**src/pbs_pkg.sv**
```systemverilog
// shared types, codes and constants for the pump and bypass sequencer
package pbs_pkg;

    localparam int unsigned MS_PER_S   = 1000;
    localparam int unsigned SEC_W      = 16;
    localparam int unsigned MS_W       = 26;
    localparam int unsigned ELAPSED_W  = 27;
    localparam int unsigned CFG_IDX_W  = 3;
    localparam int unsigned CFG_DATA_W = 16;
    localparam int unsigned TIMEOUT_RESET_S = 120;

    typedef enum logic [2:0] {
        OP_TICK       = 3'd0,
        OP_START      = 3'd1,
        OP_STOP       = 3'd2,
        OP_DISABLE    = 3'd3,
        OP_BLOWOFF    = 3'd4,
        OP_MIX        = 3'd5,
        OP_BYPASS_OFF = 3'd6
    } opcode_t;

    typedef enum logic [CFG_IDX_W-1:0] {
        CFG_PUMP_TIMEOUT     = 3'd0,
        CFG_PRIMING          = 3'd1,
        CFG_BLOWOFF          = 3'd2,
        CFG_CLOSING_DELAY    = 3'd3,
        CFG_ENABLED_AT_RESET = 3'd4
    } cfg_index_t;

    typedef enum logic [2:0] {
        CODE_DISABLED = 3'd0,
        CODE_IDLE     = 3'd1,
        CODE_PRIMING  = 3'd2,
        CODE_RUNNING  = 3'd3,
        CODE_BLOWOFF  = 3'd4,
        CODE_CLOSING  = 3'd5,
        CODE_MIXING   = 3'd6
    } state_code_t;

    typedef enum logic [6:0] {
        ST_DISABLED = 7'b0000001,
        ST_IDLE     = 7'b0000010,
        ST_PRIMING  = 7'b0000100,
        ST_RUNNING  = 7'b0001000,
        ST_BLOWOFF  = 7'b0010000,
        ST_CLOSING  = 7'b0100000,
        ST_MIXING   = 7'b1000000
    } mode_t;

    typedef struct packed {
        logic [2:0]       opcode;
        logic             reset_status;
        logic [SEC_W-1:0] mix_seconds;
    } cmd_t;

    typedef struct packed {
        logic [2:0] pump_state;
        logic       pump_on;
        logic       bypass_on;
        logic       pump_enabled;
        logic       timeout_alarm;
    } rsp_t;

    typedef struct packed {
        logic [MS_W-1:0]  timeout_ms;
        logic [MS_W-1:0]  priming_ms;
        logic [MS_W-1:0]  blowoff_ms;
        logic [SEC_W-1:0] closing_ms;
    } limits_t;

    function automatic logic [MS_W-1:0] sec_to_ms(input logic [SEC_W-1:0] secs);
        sec_to_ms = MS_W'(secs) * MS_W'(MS_PER_S);
    endfunction

    function automatic logic [2:0] mode_code(input mode_t m);
        case (m)
            ST_DISABLED: mode_code = CODE_DISABLED;
            ST_IDLE:     mode_code = CODE_IDLE;
            ST_PRIMING:  mode_code = CODE_PRIMING;
            ST_RUNNING:  mode_code = CODE_RUNNING;
            ST_BLOWOFF:  mode_code = CODE_BLOWOFF;
            ST_CLOSING:  mode_code = CODE_CLOSING;
            ST_MIXING:   mode_code = CODE_MIXING;
            default:     mode_code = CODE_DISABLED;
        endcase
    endfunction

endpackage

```
**src/pump_bypass_sequencer.sv**
```systemverilog
// pump and bypass valve sequencer top level
//
// usage:
//   cmd channel (cmd_valid/cmd_ready/cmd) takes one request per cycle: a
//   one-millisecond tick or a command (start, stop, disable, blow-off, mix,
//   bypass off). each request yields exactly one response on the rsp
//   channel (rsp_valid/rsp_ready/rsp) with state, drives, enable flag and
//   the safety timeout alarm.
//   cfg channel (cfg_valid/cfg_ready/cfg_index/cfg_data) writes the phase
//   times; it is always ready. write it only with no request in flight.
//   response: registered, valid in the cycle after the request is accepted.
//   throughput: one request per cycle unless rsp stalls, set by the single
//   state update between the command port and the response register.
//   reset: state idle, enable flag set, timer and mix limit cleared,
//   safety timeout 120 s, other phase times zero.
//   stall: while the response register is full and rsp_ready is low,
//   cmd_ready is low; a response taken in a cycle frees room for the next
//   request in that same cycle.
module pump_bypass_sequencer (
    input  logic                            clk,
    input  logic                            rst_n,
    input  logic                            cmd_valid,
    output logic                            cmd_ready,
    input  pbs_pkg::cmd_t                   cmd,
    output logic                            rsp_valid,
    input  logic                            rsp_ready,
    output pbs_pkg::rsp_t                   rsp,
    input  logic                            cfg_valid,
    output logic                            cfg_ready,
    input  logic [pbs_pkg::CFG_IDX_W-1:0]   cfg_index,
    input  logic [pbs_pkg::CFG_DATA_W-1:0]  cfg_data
);
    import pbs_pkg::*;

    limits_t               limits;
    logic                  cmd_fire;

    mode_t                 mode_reg;
    mode_t                 mode_next;
    logic [ELAPSED_W-1:0]  elapsed_reg;
    logic [ELAPSED_W-1:0]  elapsed_next;
    logic [ELAPSED_W-1:0]  elapsed_inc;
    logic [MS_W-1:0]       run_limit_reg;
    logic [MS_W-1:0]       run_limit_next;
    logic                  en_reg;
    logic                  en_next;
    logic                  alarm;
    logic                  go;
    mode_t                 tgt;
    logic                  start_en;

    logic                  rsp_valid_reg;
    logic                  rsp_valid_next;
    rsp_t                  rsp_reg;
    rsp_t                  rsp_next;

    assign cfg_ready = 1'b1;

    pbs_cfg u_cfg (
        .clk    (clk),
        .rst_n  (rst_n),
        .we     (cfg_valid & cfg_ready),
        .index  (cfg_index),
        .data   (cfg_data),
        .limits (limits)
    );

    assign cmd_ready = !rsp_valid_reg || rsp_ready;
    assign cmd_fire  = cmd_valid && cmd_ready;

    assign elapsed_inc = (&elapsed_reg) ? elapsed_reg : elapsed_reg + 1'b1;
    assign start_en    = en_reg | cmd.reset_status;

    always_comb
    begin
        elapsed_next   = elapsed_reg;
        run_limit_next = run_limit_reg;
        en_next        = en_reg;
        alarm          = 1'b0;
        go             = 1'b0;
        tgt            = mode_reg;
        case (cmd.opcode)
            OP_TICK:
            begin
                elapsed_next = elapsed_inc;
                case (mode_reg)
                    ST_PRIMING:
                    begin
                        if (elapsed_inc > ELAPSED_W'(limits.priming_ms))
                        begin
                            go  = 1'b1;
                            tgt = ST_RUNNING;
                        end
                    end
                    ST_RUNNING:
                    begin
                        en_next = 1'b1;
                        if (run_limit_reg != '0 &&
                            elapsed_inc > ELAPSED_W'(run_limit_reg))
                        begin
                            run_limit_next = '0;
                            go  = 1'b1;
                            tgt = (limits.blowoff_ms != '0) ? ST_BLOWOFF : ST_IDLE;
                        end
                        else if (elapsed_inc > ELAPSED_W'(limits.timeout_ms))
                        begin
                            go    = 1'b1;
                            tgt   = ST_DISABLED;
                            alarm = 1'b1;
                        end
                    end
                    ST_BLOWOFF:
                    begin
                        if (elapsed_inc > ELAPSED_W'(limits.blowoff_ms))
                        begin
                            go  = 1'b1;
                            tgt = (limits.closing_ms != '0) ? ST_CLOSING : ST_IDLE;
                        end
                    end
                    ST_CLOSING:
                    begin
                        if (elapsed_inc > ELAPSED_W'(limits.closing_ms))
                        begin
                            go  = 1'b1;
                            tgt = ST_IDLE;
                        end
                    end
                    ST_MIXING:
                    begin
                        en_next = 1'b1;
                        if ((run_limit_reg != '0 &&
                             elapsed_inc > ELAPSED_W'(run_limit_reg)) ||
                            elapsed_inc > ELAPSED_W'(limits.timeout_ms))
                        begin
                            run_limit_next = '0;
                            go  = 1'b1;
                            tgt = (limits.closing_ms != '0) ? ST_CLOSING : ST_IDLE;
                        end
                    end
                    ST_IDLE:
                    begin
                        en_next = 1'b1;
                    end
                    default:
                    begin
                        en_next = 1'b0;
                    end
                endcase
            end
            OP_START:
            begin
                en_next = start_en;
                if (start_en)
                begin
                    go  = 1'b1;
                    tgt = (limits.priming_ms != '0) ? ST_PRIMING : ST_RUNNING;
                end
            end
            OP_STOP:
            begin
                go  = 1'b1;
                tgt = (limits.blowoff_ms != '0) ? ST_BLOWOFF : ST_IDLE;
            end
            OP_DISABLE:
            begin
                go  = 1'b1;
                tgt = ST_DISABLED;
            end
            OP_BLOWOFF:
            begin
                go  = 1'b1;
                tgt = ST_BLOWOFF;
            end
            OP_MIX:
            begin
                run_limit_next = sec_to_ms(cmd.mix_seconds);
                go  = 1'b1;
                tgt = ST_MIXING;
            end
            OP_BYPASS_OFF:
            begin
                go  = 1'b1;
                tgt = en_reg ? ST_IDLE : ST_DISABLED;
            end
            default: ;
        endcase

        mode_next = mode_reg;
        if (go)
        begin
            mode_next    = tgt;
            elapsed_next = '0;
            if (tgt inside {ST_IDLE, ST_RUNNING, ST_MIXING})
            begin
                en_next = 1'b1;
            end
            else if (tgt == ST_DISABLED)
            begin
                en_next = 1'b0;
            end
        end
    end

    always_comb
    begin
        rsp_next.pump_state    = mode_code(mode_next);
        rsp_next.pump_on       = (mode_next inside {ST_PRIMING, ST_RUNNING, ST_MIXING});
        rsp_next.bypass_on     = (mode_next inside {ST_PRIMING, ST_BLOWOFF, ST_MIXING});
        rsp_next.pump_enabled  = en_next;
        rsp_next.timeout_alarm = alarm;
        rsp_valid_next = cmd_fire | (rsp_valid_reg & !rsp_ready);
    end

    always_ff @(posedge clk or negedge rst_n)
    begin
        if (!rst_n)
        begin
            mode_reg      <= ST_IDLE;
            elapsed_reg   <= '0;
            run_limit_reg <= '0;
            en_reg        <= 1'b1;
            rsp_valid_reg <= 1'b0;
        end
        else
        begin
            rsp_valid_reg <= rsp_valid_next;
            if (cmd_fire)
            begin
                mode_reg      <= mode_next;
                elapsed_reg   <= elapsed_next;
                run_limit_reg <= run_limit_next;
                en_reg        <= en_next;
            end
        end
    end

    always_ff @(posedge clk)
    begin
        if (cmd_fire)
        begin
            rsp_reg <= rsp_next;
        end
    end

    assign rsp_valid = rsp_valid_reg;
    assign rsp       = rsp_reg;

    a_mode_onehot: assert property (@(posedge clk) disable iff (!rst_n)
        $onehot(mode_reg))
        else $error("state register lost its one-hot code");

    a_enabled_states: assert property (@(posedge clk) disable iff (!rst_n)
        (mode_reg == ST_IDLE || mode_reg == ST_RUNNING || mode_reg == ST_MIXING)
        |-> en_reg)
        else $error("active state with enable flag clear");

    a_disabled_flag: assert property (@(posedge clk) disable iff (!rst_n)
        (mode_reg == ST_DISABLED) |-> !en_reg)
        else $error("disabled state with enable flag set");

    a_alarm_disables: assert property (@(posedge clk) disable iff (!rst_n)
        (rsp_valid_reg && rsp_reg.timeout_alarm)
        |-> (rsp_reg.pump_state == CODE_DISABLED && !rsp_reg.pump_enabled))
        else $error("timeout alarm without entering disabled");

    a_request_response: assert property (@(posedge clk) disable iff (!rst_n)
        cmd_fire |=> rsp_valid_reg)
        else $error("accepted request produced no response");

endmodule

```
**src/pbs_cfg.sv**
```systemverilog
// configuration registers, phase limits kept in milliseconds
module pbs_cfg (
    input  logic                            clk,
    input  logic                            rst_n,
    input  logic                            we,
    input  logic [pbs_pkg::CFG_IDX_W-1:0]   index,
    input  logic [pbs_pkg::CFG_DATA_W-1:0]  data,
    output pbs_pkg::limits_t                limits
);
    import pbs_pkg::*;

    limits_t limits_reg;
    limits_t limits_next;

    always_comb
    begin
        limits_next = limits_reg;
        if (we)
        begin
            case (index)
                CFG_PUMP_TIMEOUT:  limits_next.timeout_ms = sec_to_ms(data);
                CFG_PRIMING:       limits_next.priming_ms = sec_to_ms(data);
                CFG_BLOWOFF:       limits_next.blowoff_ms = sec_to_ms(data);
                CFG_CLOSING_DELAY: limits_next.closing_ms = data;
                // the written value is not stored; reset always restores the enable flag
                CFG_ENABLED_AT_RESET: ;
                default: ;
            endcase
        end
    end

    always_ff @(posedge clk or negedge rst_n)
    begin
        if (!rst_n)
        begin
            limits_reg.timeout_ms <= sec_to_ms(SEC_W'(TIMEOUT_RESET_S));
            limits_reg.priming_ms <= '0;
            limits_reg.blowoff_ms <= '0;
            limits_reg.closing_ms <= '0;
        end
        else
        begin
            limits_reg <= limits_next;
        end
    end

    assign limits = limits_reg;

endmodule

```
**config.mk**
```make
export PLATFORM = sky130hd
export DESIGN_NAME = pump_bypass_sequencer
export DESIGN_NICKNAME = d
export VERILOG_FILES = /design/src/pbs_pkg.sv /design/src/pump_bypass_sequencer.sv /design/src/pbs_cfg.sv
export SDC_FILE = /design/constraint.sdc
export NUM_CORES = 1
export LEC_CHECK = 0
export BUFFER_PORTS_ARGS = -buffer_cell sky130_fd_sc_hd__buf_2
export CORE_ASPECT_RATIO = 1.4
export CORE_UTILIZATION = 30
export CTS_CLUSTER_DIAMETER = 120
export DETAILED_ROUTE_END_ITERATION = 16
export GPL_ROUTABILITY_DRIVEN = 0
export RECOVER_POWER = 50
export SYNTH_ARGS = -nofsm -noshare
export SYNTH_HDL_FRONTEND = slang
export SYNTH_SLANG_ARGS = --single-unit
```
**constraint.sdc**
```tcl
create_clock -name clk -period 16.9 [get_ports clk]
set_input_delay 1.69 -clock clk [delete_from_list [all_inputs] [get_ports clk]]
set_output_delay 1.69 -clock clk [all_outputs]
set_load 0.03 [all_outputs]
```
# [After elaboration in Yosys (flattened, before gate mapping)]
# Cells that the tools add are included.
[word_totals] output_inout_bits=10 regBits=154
[classes] n_eq_ne=28 order_cmp=5 n_bitwise=5 addsub=1 mul=2 mux=36 reduce_logical=28
[op_table] cell="$gt A27 B26 Y1" n=4
[op_table] cell="$pmux W26 S2" n=2
[op_table] cell="$mux W27" n=3
[op_table] cell="$reduce_bool A26 Y1" n=3
[op_table] cell="$mux W7" n=8
[op_table] cell="$mux W26" n=2
[op_table] cell="$pmux W7 S7" n=1
[op_table] cell="$mul A16 B7 Y23 const B" n=2
[op_table] cell="$pmux W7 S5" n=1
[op_table] cell="$add A27 B1 Y27 const B" n=1
[op_table] cell="$gt A27 B16 Y1" n=1
[op_table] cell="$reduce_and A27 Y1" n=1
[op_table] cell="$eq A7 B2 Y1 const B" n=3
[op_table] cell="$eq A7 B4 Y1 const B" n=3
[op_table] cell="$eq A7 B7 Y1 const B" n=3
[op_table] cell="$pmux W3 S6" n=1
[op_table] cell="$reduce_bool A16 Y1" n=1
[op_table] cell="$eq A7 B3 Y1 const B" n=2
[op_table] cell="$eq A7 B5 Y1 const B" n=2
[op_table] cell="$eq A7 B6 Y1 const B" n=2
[op_table] cell="$eq A3 B2 Y1 const B" n=4
[op_table] cell="$mux W1" n=10
[op_table] cell="$reduce_and A2 Y1" n=5
[op_table] cell="$eq A3 B3 Y1 const B" n=3
[op_table] cell="other kinds (23)" n=37

# [Logic depth before layout (Yosys ltp)]
# Gate-level depths: netlist of the first run.
[logic_depth] ltp_word=12 mapped_depth=25 mapped_depth_nobuf=22

# [Hierarchy]
# From an unflattened synthesis of the first run, not the netlist that was laid out.
[hier_totals] cells_unflattened=1782 area_unflattened_um2=15961.6
[modules_own_cells] module="pump_bypass_sequencer" cells_each=1194 n_inst=1 area_each_um2=9982.1
[modules_own_cells] module="pbs_cfg" cells_each=588 n_inst=1 area_each_um2=5979.5

# [Least setup slack after synthesis of the first run]
# No wires, ideal clock.
[synth_timing] kind="input-to-reg" startpoint="input cmd[0] (netlist bit)" endpoint="register run_limit_reg[24]" arrival_ns=6.075 path_buffers=0 path_stages=18 setup_slack_ns=10.703 cell_sequence="fa_1 > inv_1 > fa_1 > fa_1 > inv_1 > fa_1 > ha_1 > o21ai_0 > a21boi_0 > o21ai_0 > a21boi_0 > o21ai_0 > a21boi_0 > o31ai_1 > a211oi_1 > nor4_1 > or3_1 > a32o_1"
[synth_between] elab_chain_cells=2
[synth_lines] item="start, declared" line_no="pump_bypass_sequencer.sv:24" rtl="input pbs_pkg::cmd_t cmd,"
[synth_lines] item="$mul A16 B7 Y23" line_no="pbs_pkg.sv:72" rtl="sec_to_ms = MS_W'(secs) * MS_W'(MS_PER_S);"
[synth_lines] item="$pmux W26 S2" line_no="pump_bypass_sequencer.sv:82" rtl="case (cmd.opcode)"
[synth_lines] item="end signal, assigned" line_no="pump_bypass_sequencer.sv:231" rtl="run_limit_reg <= run_limit_next;"
[synth_lines] item="end, declared" line_no="pump_bypass_sequencer.sv:43" rtl="logic [MS_W-1:0] run_limit_reg;"
# Every way passes these cells.
# A chain may end at the register's enable or synchronous reset.

==> impl_metrics.env, run 1 <==
export IMPL_status="complete, but fails checks"
export IMPL_violations="design-rule violations, max-capacitance violations, max-slew violations"
export IMPL_dieArea_um2=52200
export IMPL_max_vdd_ir_drop_mv=0.0621
export IMPL_insertion_delay_ns=0.44
export IMPL_cpPeakStageDelay_ns=3.51
export IMPL_syn_num_nets=2029
export IMPL_hpwl_mm=33.0
export IMPL_yosys_register_bits=151
export IMPL_wl_mm=41.1
export IMPL_min_path_type="reg -> reg"
export IMPL_htree_levels=4
export IMPL_synthTopCellsByCount="ha_1 (208), nand2_1 (204), inv_1 (165)"
export IMPL_portBuffers=52
export IMPL_wl_per_cell_um=17.5
export IMPL_use_met1=0.197
export IMPL_path_buf_inv=2
export IMPL_firstDrtPassIters=11
export IMPL_crit_path_top_delay_cell="clkbuf_1"
export IMPL_synth_warnings=0
export IMPL_path_delay_family="buffers and inverters"
export IMPL_cts_resized=0
export IMPL_synth_top_area_frac=0.220
export IMPL_synth_yosys_seq_area_share=0.249
export IMPL_async_flop_share=0.954
export IMPL_setup_viol=0
export IMPL_synth_largest_area_cell="dfrtp_1"
export IMPL_ctsHoldBuffers=0
export IMPL_critPathLaunchType="input port"
export IMPL_required_ns=16.81
export IMPL_largest_reg_flops=85
export IMPL_worstMarginPinSlew_ns=5.13
export IMPL_cap_violations=3
export IMPL_clk_path_buf_depth=2
export IMPL_area_delta_synth_final_pct=9.87
export IMPL_grt_pass1_wl_mm=67.9
export IMPL_groute_layer_met2_usage=0.292
export IMPL_cts_root_buf="clkbuf_16"
export IMPL_die_y_um=270
export IMPL_rsz0062_at_grt="no"
export IMPL_min_period_ns=7.62
export IMPL_period_share=0.451
export IMPL_setup_slack_ns=9.28
export IMPL_cts_clk_slew_worst_paths_ns=0.07
export IMPL_dp_cells=2320
export IMPL_place_area_um2=16300
export IMPL_grt_use_total=0.162
export IMPL_final_nets=2056
export IMPL_grt_busiest_layer="met2"
export IMPL_design_area_um2=16900
export IMPL_final_cells=2352
export IMPL_finClkSkew_ns=0.0173
export IMPL_ys_flop_type="dfrtp_1"
export IMPL_crit_chain="clkbuf_1, clkbuf_1"
export IMPL_overflow=0
export IMPL_max_freq_mhz=131
export IMPL_drive_above_1_share=0.0872
export IMPL_worst_setup_path_type="in -> async"
export IMPL_start_util=0.305
export IMPL_relSlewSlack=-2.42
export IMPL_power_density_nw_per_um2=132
export IMPL_route_antenna_remaining_nets=0
export IMPL_cts_tree="done"
export IMPL_yosysMostFrequentCell="ha_1"
export IMPL_power_mw=2.23
export IMPL_pin_count=54
export IMPL_synth_edff_count=7
export IMPL_antenna_found_initial=0
export IMPL_grt_max_degree=90
export IMPL_die_x_um=193
export IMPL_via_per_inst=5.23
export IMPL_numClockSinks=151
export IMPL_cts_setup_buffers=0
export IMPL_core_um2=50400
export IMPL_path_common_cell="clkbuf_1"
export IMPL_grt_pass1_vias=12700
export IMPL_synth_area_leaders="dfrtp_1 (22%), ha_1 (17%), fa_1 (14%)"
export IMPL_syn_avg_cell_area_um2=9.22
export IMPL_row_count=97
export IMPL_synth_cell_types=82
export IMPL_p_leak_nw=7.85
export IMPL_final_setup_tns_ns=0
export IMPL_cts_buffers=17
export IMPL_netlist_area_um2=15400
export IMPL_hold_violations=0
export IMPL_arrival_ns=7.53
export IMPL_drt_iter0_drc=783
export IMPL_cp_max_fo=89
export IMPL_via_count=12300
export IMPL_pre_cts_ws_ns=9.99
export IMPL_hold_slack_ns=0.483
export IMPL_report_final_slew_viol_count=159
export IMPL_diodes=0
export IMPL_critPathCaptureType="async pin"
export IMPL_drc_errors=6
export IMPL_fin_util=0.336
export IMPL_grtUsageMet3=0.0182
export IMPL_nFillCells=5093
export IMPL_netlist_instances=1669
==> layer usage <==
layer  vias up  share of wire
li1       5938              -
met1      6048           0.42
met2       241           0.51
met3        64          0.032
met4         0          0.035
met5         -              0
==> cell type report <==
type                    instances  area (um2)  area share
well taps                     643         805      0.0476
inverters                     165         619      0.0366
repair buffers                 61         310      0.0184
flip-flops and latches        151        3820       0.226
multi-input cells            1300       10700       0.634
clock inverters                13         156     0.00925
clock buffers                  19         464      0.0275
==> layout by cell type, fill, tap and decap left out, drive strengths merged, types with 10 or more instances in the layout <==
master	Yosys	routed
o21ai	152	152
buf	12	49
nand3	40	40
or2	15	15
dfrtp	135	135
nand2	205	205
nor4	31	31
nor3	26	26
and3	11	11
xnor2	31	31
nor2	68	68
or3	16	16
a31oi	10	10
o31ai	11	11
a211oi	14	14
a21o	28	28
nor2b	11	11
fa	108	108
a211o	11	11
nand4	33	33
and4	15	15
ha	208	208
and2	10	10
nand2b	17	17
a21oi	70	70
inv	165	172
mux2	15	15
xor2	28	28
clkbuf	41	31
==> power breakdown <==
part | total [mW] | leakage [nW] | switching, mW | internal, mW
clock network | 0.405 | 0.304 | 0.171 | 0.235
registers | 0.581 | 1.89 | 0.104 | 0.477
logic | 1.24 | 5.66 | 0.734 | 0.509
total | 2.23 | 7.85 | 1.01 | 1.22
==> worst register-to-register path: stages (launching register included) <==
cell,delay [ns]
dfrtp_1,0.70
nand4_1,0.24
nor4_4,0.65
and2_1,0.50
nor2_1,0.15
nand2_1,0.19
nor2_1,0.08
xnor2_1,0.53
buf_4,0.25
ha_1,0.24
a211oi_1,0.25
o21bai_1,0.11
a21o_1,0.18
a21o_1,0.18
maj3_1,0.39
a2111oi_4,0.50
o22ai_2,0.20
a31oi_2,0.27
nand2_2,0.43
o21ai_0,0.49
or3_1,0.17
a31oi_1,0.08
==> path summary, 6_finish.rpt <==
kind,from,to,slack [ns],cells after the start
min in group asynchronous,rst_n,u_cfg.limits[3]$_DFFE_PN0P_,3.10,1
worst min-delay path,u_cfg.limits[78]$_DFFE_PN1P_,u_cfg.limits[78]$_DFFE_PN1P_,0.48,2
worst max-delay path,rst_n,u_cfg.limits[92]$_DFFE_PN0P_,9.28,2
max in group clk,elapsed_reg[17]$_DFFE_PN0P_,rsp[2]$_DFFE_PP_,9.85,21
worst min register to register,u_cfg.limits[78]$_DFFE_PN1P_,u_cfg.limits[78]$_DFFE_PN1P_,0.48,2
worst max register to register,elapsed_reg[17]$_DFFE_PN0P_,rsp[2]$_DFFE_PP_,9.85,21
==> logic make-up after synthesis <==
| family | share of synthesized area |
|---|---|
| AOI/OAI and AO/OA | 0.161 |
| xor gates and xnor gates | 0.0385 |
| adders and majority gates | 0.311 |
| buffers and inverters | 0.0548 |
| DFF | 0.249 |
| muxes | 0.0151 |
| other | 0.000244 |
| and+or+nand+nor | 0.171 |
(Power assumes the default switching activity.)
==> run 2: changes to the inputs <==
==> constraint.sdc (replaced) <==
create_clock -name clk -period 6.7 [get_ports clk]
set_input_delay 0.67 -clock clk [delete_from_list [all_inputs] [get_ports clk]]
set_output_delay 0.67 -clock clk [all_outputs]
set_load 0.03 [all_outputs]
==> impl_metrics.env, run 2 (synthesis results as in run 1) <==
export IMPL_drive_above_1_share=0.0951
export IMPL_cts_buffers=17
export IMPL_final_cells=2367
export IMPL_cts_tree="done"
export IMPL_dieArea_um2=52200
export IMPL_area_delta_synth_final_pct=10.6
export IMPL_via_per_inst=5.25
export IMPL_final_common_cell="ha_1"
export IMPL_wl_mm=41.8
export IMPL_critPathCaptureType="flip-flop"
export IMPL_wl_per_cell_um=17.7
export IMPL_violations="design-rule violations, max-capacitance violations, max-slew violations"
export IMPL_pin_count=54
export IMPL_arrival_ns=6.47
export IMPL_insertion_delay_ns=0.44
export IMPL_core_um2=50400
export IMPL_period_share=0.925
export IMPL_p_leak_nw=7.90
export IMPL_cap_violations=3
export IMPL_numClockSinks=151
export IMPL_antenna_found_initial=0
export IMPL_cts_clk_slew_worst_paths_ns=0.07
export IMPL_htree_levels=4
export IMPL_final_cell_mix="ha_1 (208), nand2_1 (204), inv_1 (165), o21ai_0 (151), dfrtp_1 (135)"
export IMPL_relSlewSlack=-1.76
export IMPL_finClkSkew_ns=0.0160
export IMPL_clk_path_buf_depth=2
export IMPL_route_antenna_remaining_nets=0
export IMPL_die_y_um=270
export IMPL_final_setup_tns_ns=0
export IMPL_via_count=12400
export IMPL_worst_setup_path_type="reg -> reg"
export IMPL_cts_root_buf="clkbuf_16"
export IMPL_start_util=0.305
export IMPL_worstMarginPinSlew_ns=4.14
export IMPL_required_ns=6.98
export IMPL_dp_cells=2335
export IMPL_startpoint="elapsed_reg[0]$_DFFE_PN0P_"
export IMPL_report_final_slew_viol_count=159
export IMPL_power_density_nw_per_um2=331
export IMPL_drt_iter0_drc=706
export IMPL_status="complete, but fails checks"
export IMPL_timing_rr_start="elapsed_reg[0]$_DFFE_PN0P_"
export IMPL_diodes=0
export IMPL_cts_resized=0
export IMPL_portBuffers=52
export IMPL_grt_max_degree=75
export IMPL_row_count=97
export IMPL_nFillCells=5097
export IMPL_drc_errors=6
export IMPL_hpwl_mm=33.8
export IMPL_final_nets=2071
export IMPL_setup_viol=0
export IMPL_critPathLaunchType="flip-flop"
export IMPL_cts_setup_buffers=0
export IMPL_ctsHoldBuffers=0
export IMPL_min_period_ns=6.19
export IMPL_fin_util=0.338
export IMPL_hold_violations=0
export IMPL_worstHoldStart="cmd_valid"
export IMPL_cp_max_fo=10
export IMPL_min_path_type="in -> reg"
export IMPL_firstDrtPassIters=12
export IMPL_grt_use_total=0.164
export IMPL_rsz0062_at_grt="no"
export IMPL_max_freq_mhz=161
export IMPL_grt_pass1_vias=12700
export IMPL_largest_reg_flops=85
export IMPL_die_x_um=193
export IMPL_max_vdd_ir_drop_mv=0.158
export IMPL_overflow=0
export IMPL_grt_pass1_wl_mm=68.4
run 2: cell count changes in the layout (fill, tap and decap cells not counted), sizes merged:
cell	previous run	this run
clkinv	3	0
clkinvlp	1	4
buf	49	62
clkbuf	31	33
run 2: power breakdown:
part	leakage, nW	internal [mW]	switching (mW)
registers	1.89	1.20	0.261
clock network	0.287	0.582	0.437
logic	5.73	1.28	1.87
total	7.90	3.07	2.57
run 2: worst max-delay path, stage by stage, from the launching register on:
cell	delay (ns)
dfrtp_1	0.49
ha_1	0.29
nand3_1	0.21
nor4_4	0.53
and2_1	0.20
buf_4	0.19
nor2_1	0.10
nand2_1	0.20
nor2_1	0.08
xnor2_1	0.33
buf_4	0.24
ha_1	0.16
nand4_1	0.12
nor2_1	0.24
a31oi_1	0.16
a2111oi_0	0.50
nor4_1	0.13
a221o_1	0.37
o22ai_2	0.20
a31o_2	0.21
nor2_1	0.10
a21boi_0	0.55
nand4_1	0.21
a211oi_2	0.23
run 2: path summary, 6_finish.rpt:
check	endpoint	slack [ns]	depth (start not counted)
setup / recovery	rsp[6]$_DFFE_PP_	0.51	23
hold / removal	rsp_valid$_DFF_PN0_	0.43	2
setup reg to reg	rsp[6]$_DFFE_PP_	0.51	23
hold reg to reg	u_cfg.limits[84]$_DFFE_PN1P_	0.48	2
max in group asynchronous	run_limit_reg[17]$_DFFE_PN0P_	1.56	2
min in group asynchronous	u_cfg.limits[20]$_DFFE_PN0P_	1.67	1
run 2: layout make-up:
| type | count | area [um2] | area share |
|---|---|---|---|
| multi-input cells | 1300 | 10700 | 0.631 |
| clock inverters | 13 | 156 | 0.00919 |
| clock buffers | 19 | 454 | 0.0267 |
| repair buffers | 76 | 422 | 0.0248 |
| inverters | 165 | 619 | 0.0364 |
| flip-flops and latches | 151 | 3820 | 0.225 |
| well taps | 643 | 805 | 0.0473 |
run 2: layer usage:
layer,global-route usage,vias to the layer above,part of all wire
met5,0,-,0
met4,0.0712,0,0.039
met3,0.0181,74,0.034
met2,0.297,293,0.51
met1,0.196,6103,0.41
li1,-,5967,-
run 2: per-stage QoR:
stage	hold slack (ns)	cell area (um2)	total power, mW	worst slack [ns]
3_5_place_dp	0.471	16400	4.64	0.365
4_1_cts	0.277	17000	5.68	0.334
3_3_place_gp	0.467	16400	4.57	0.740
6_report	0.431	17000	5.64	0.505
5_1_grt	0.430	17000	6.18	0.00526
2_1_floorplan	0.374	15400	3.75	1.28
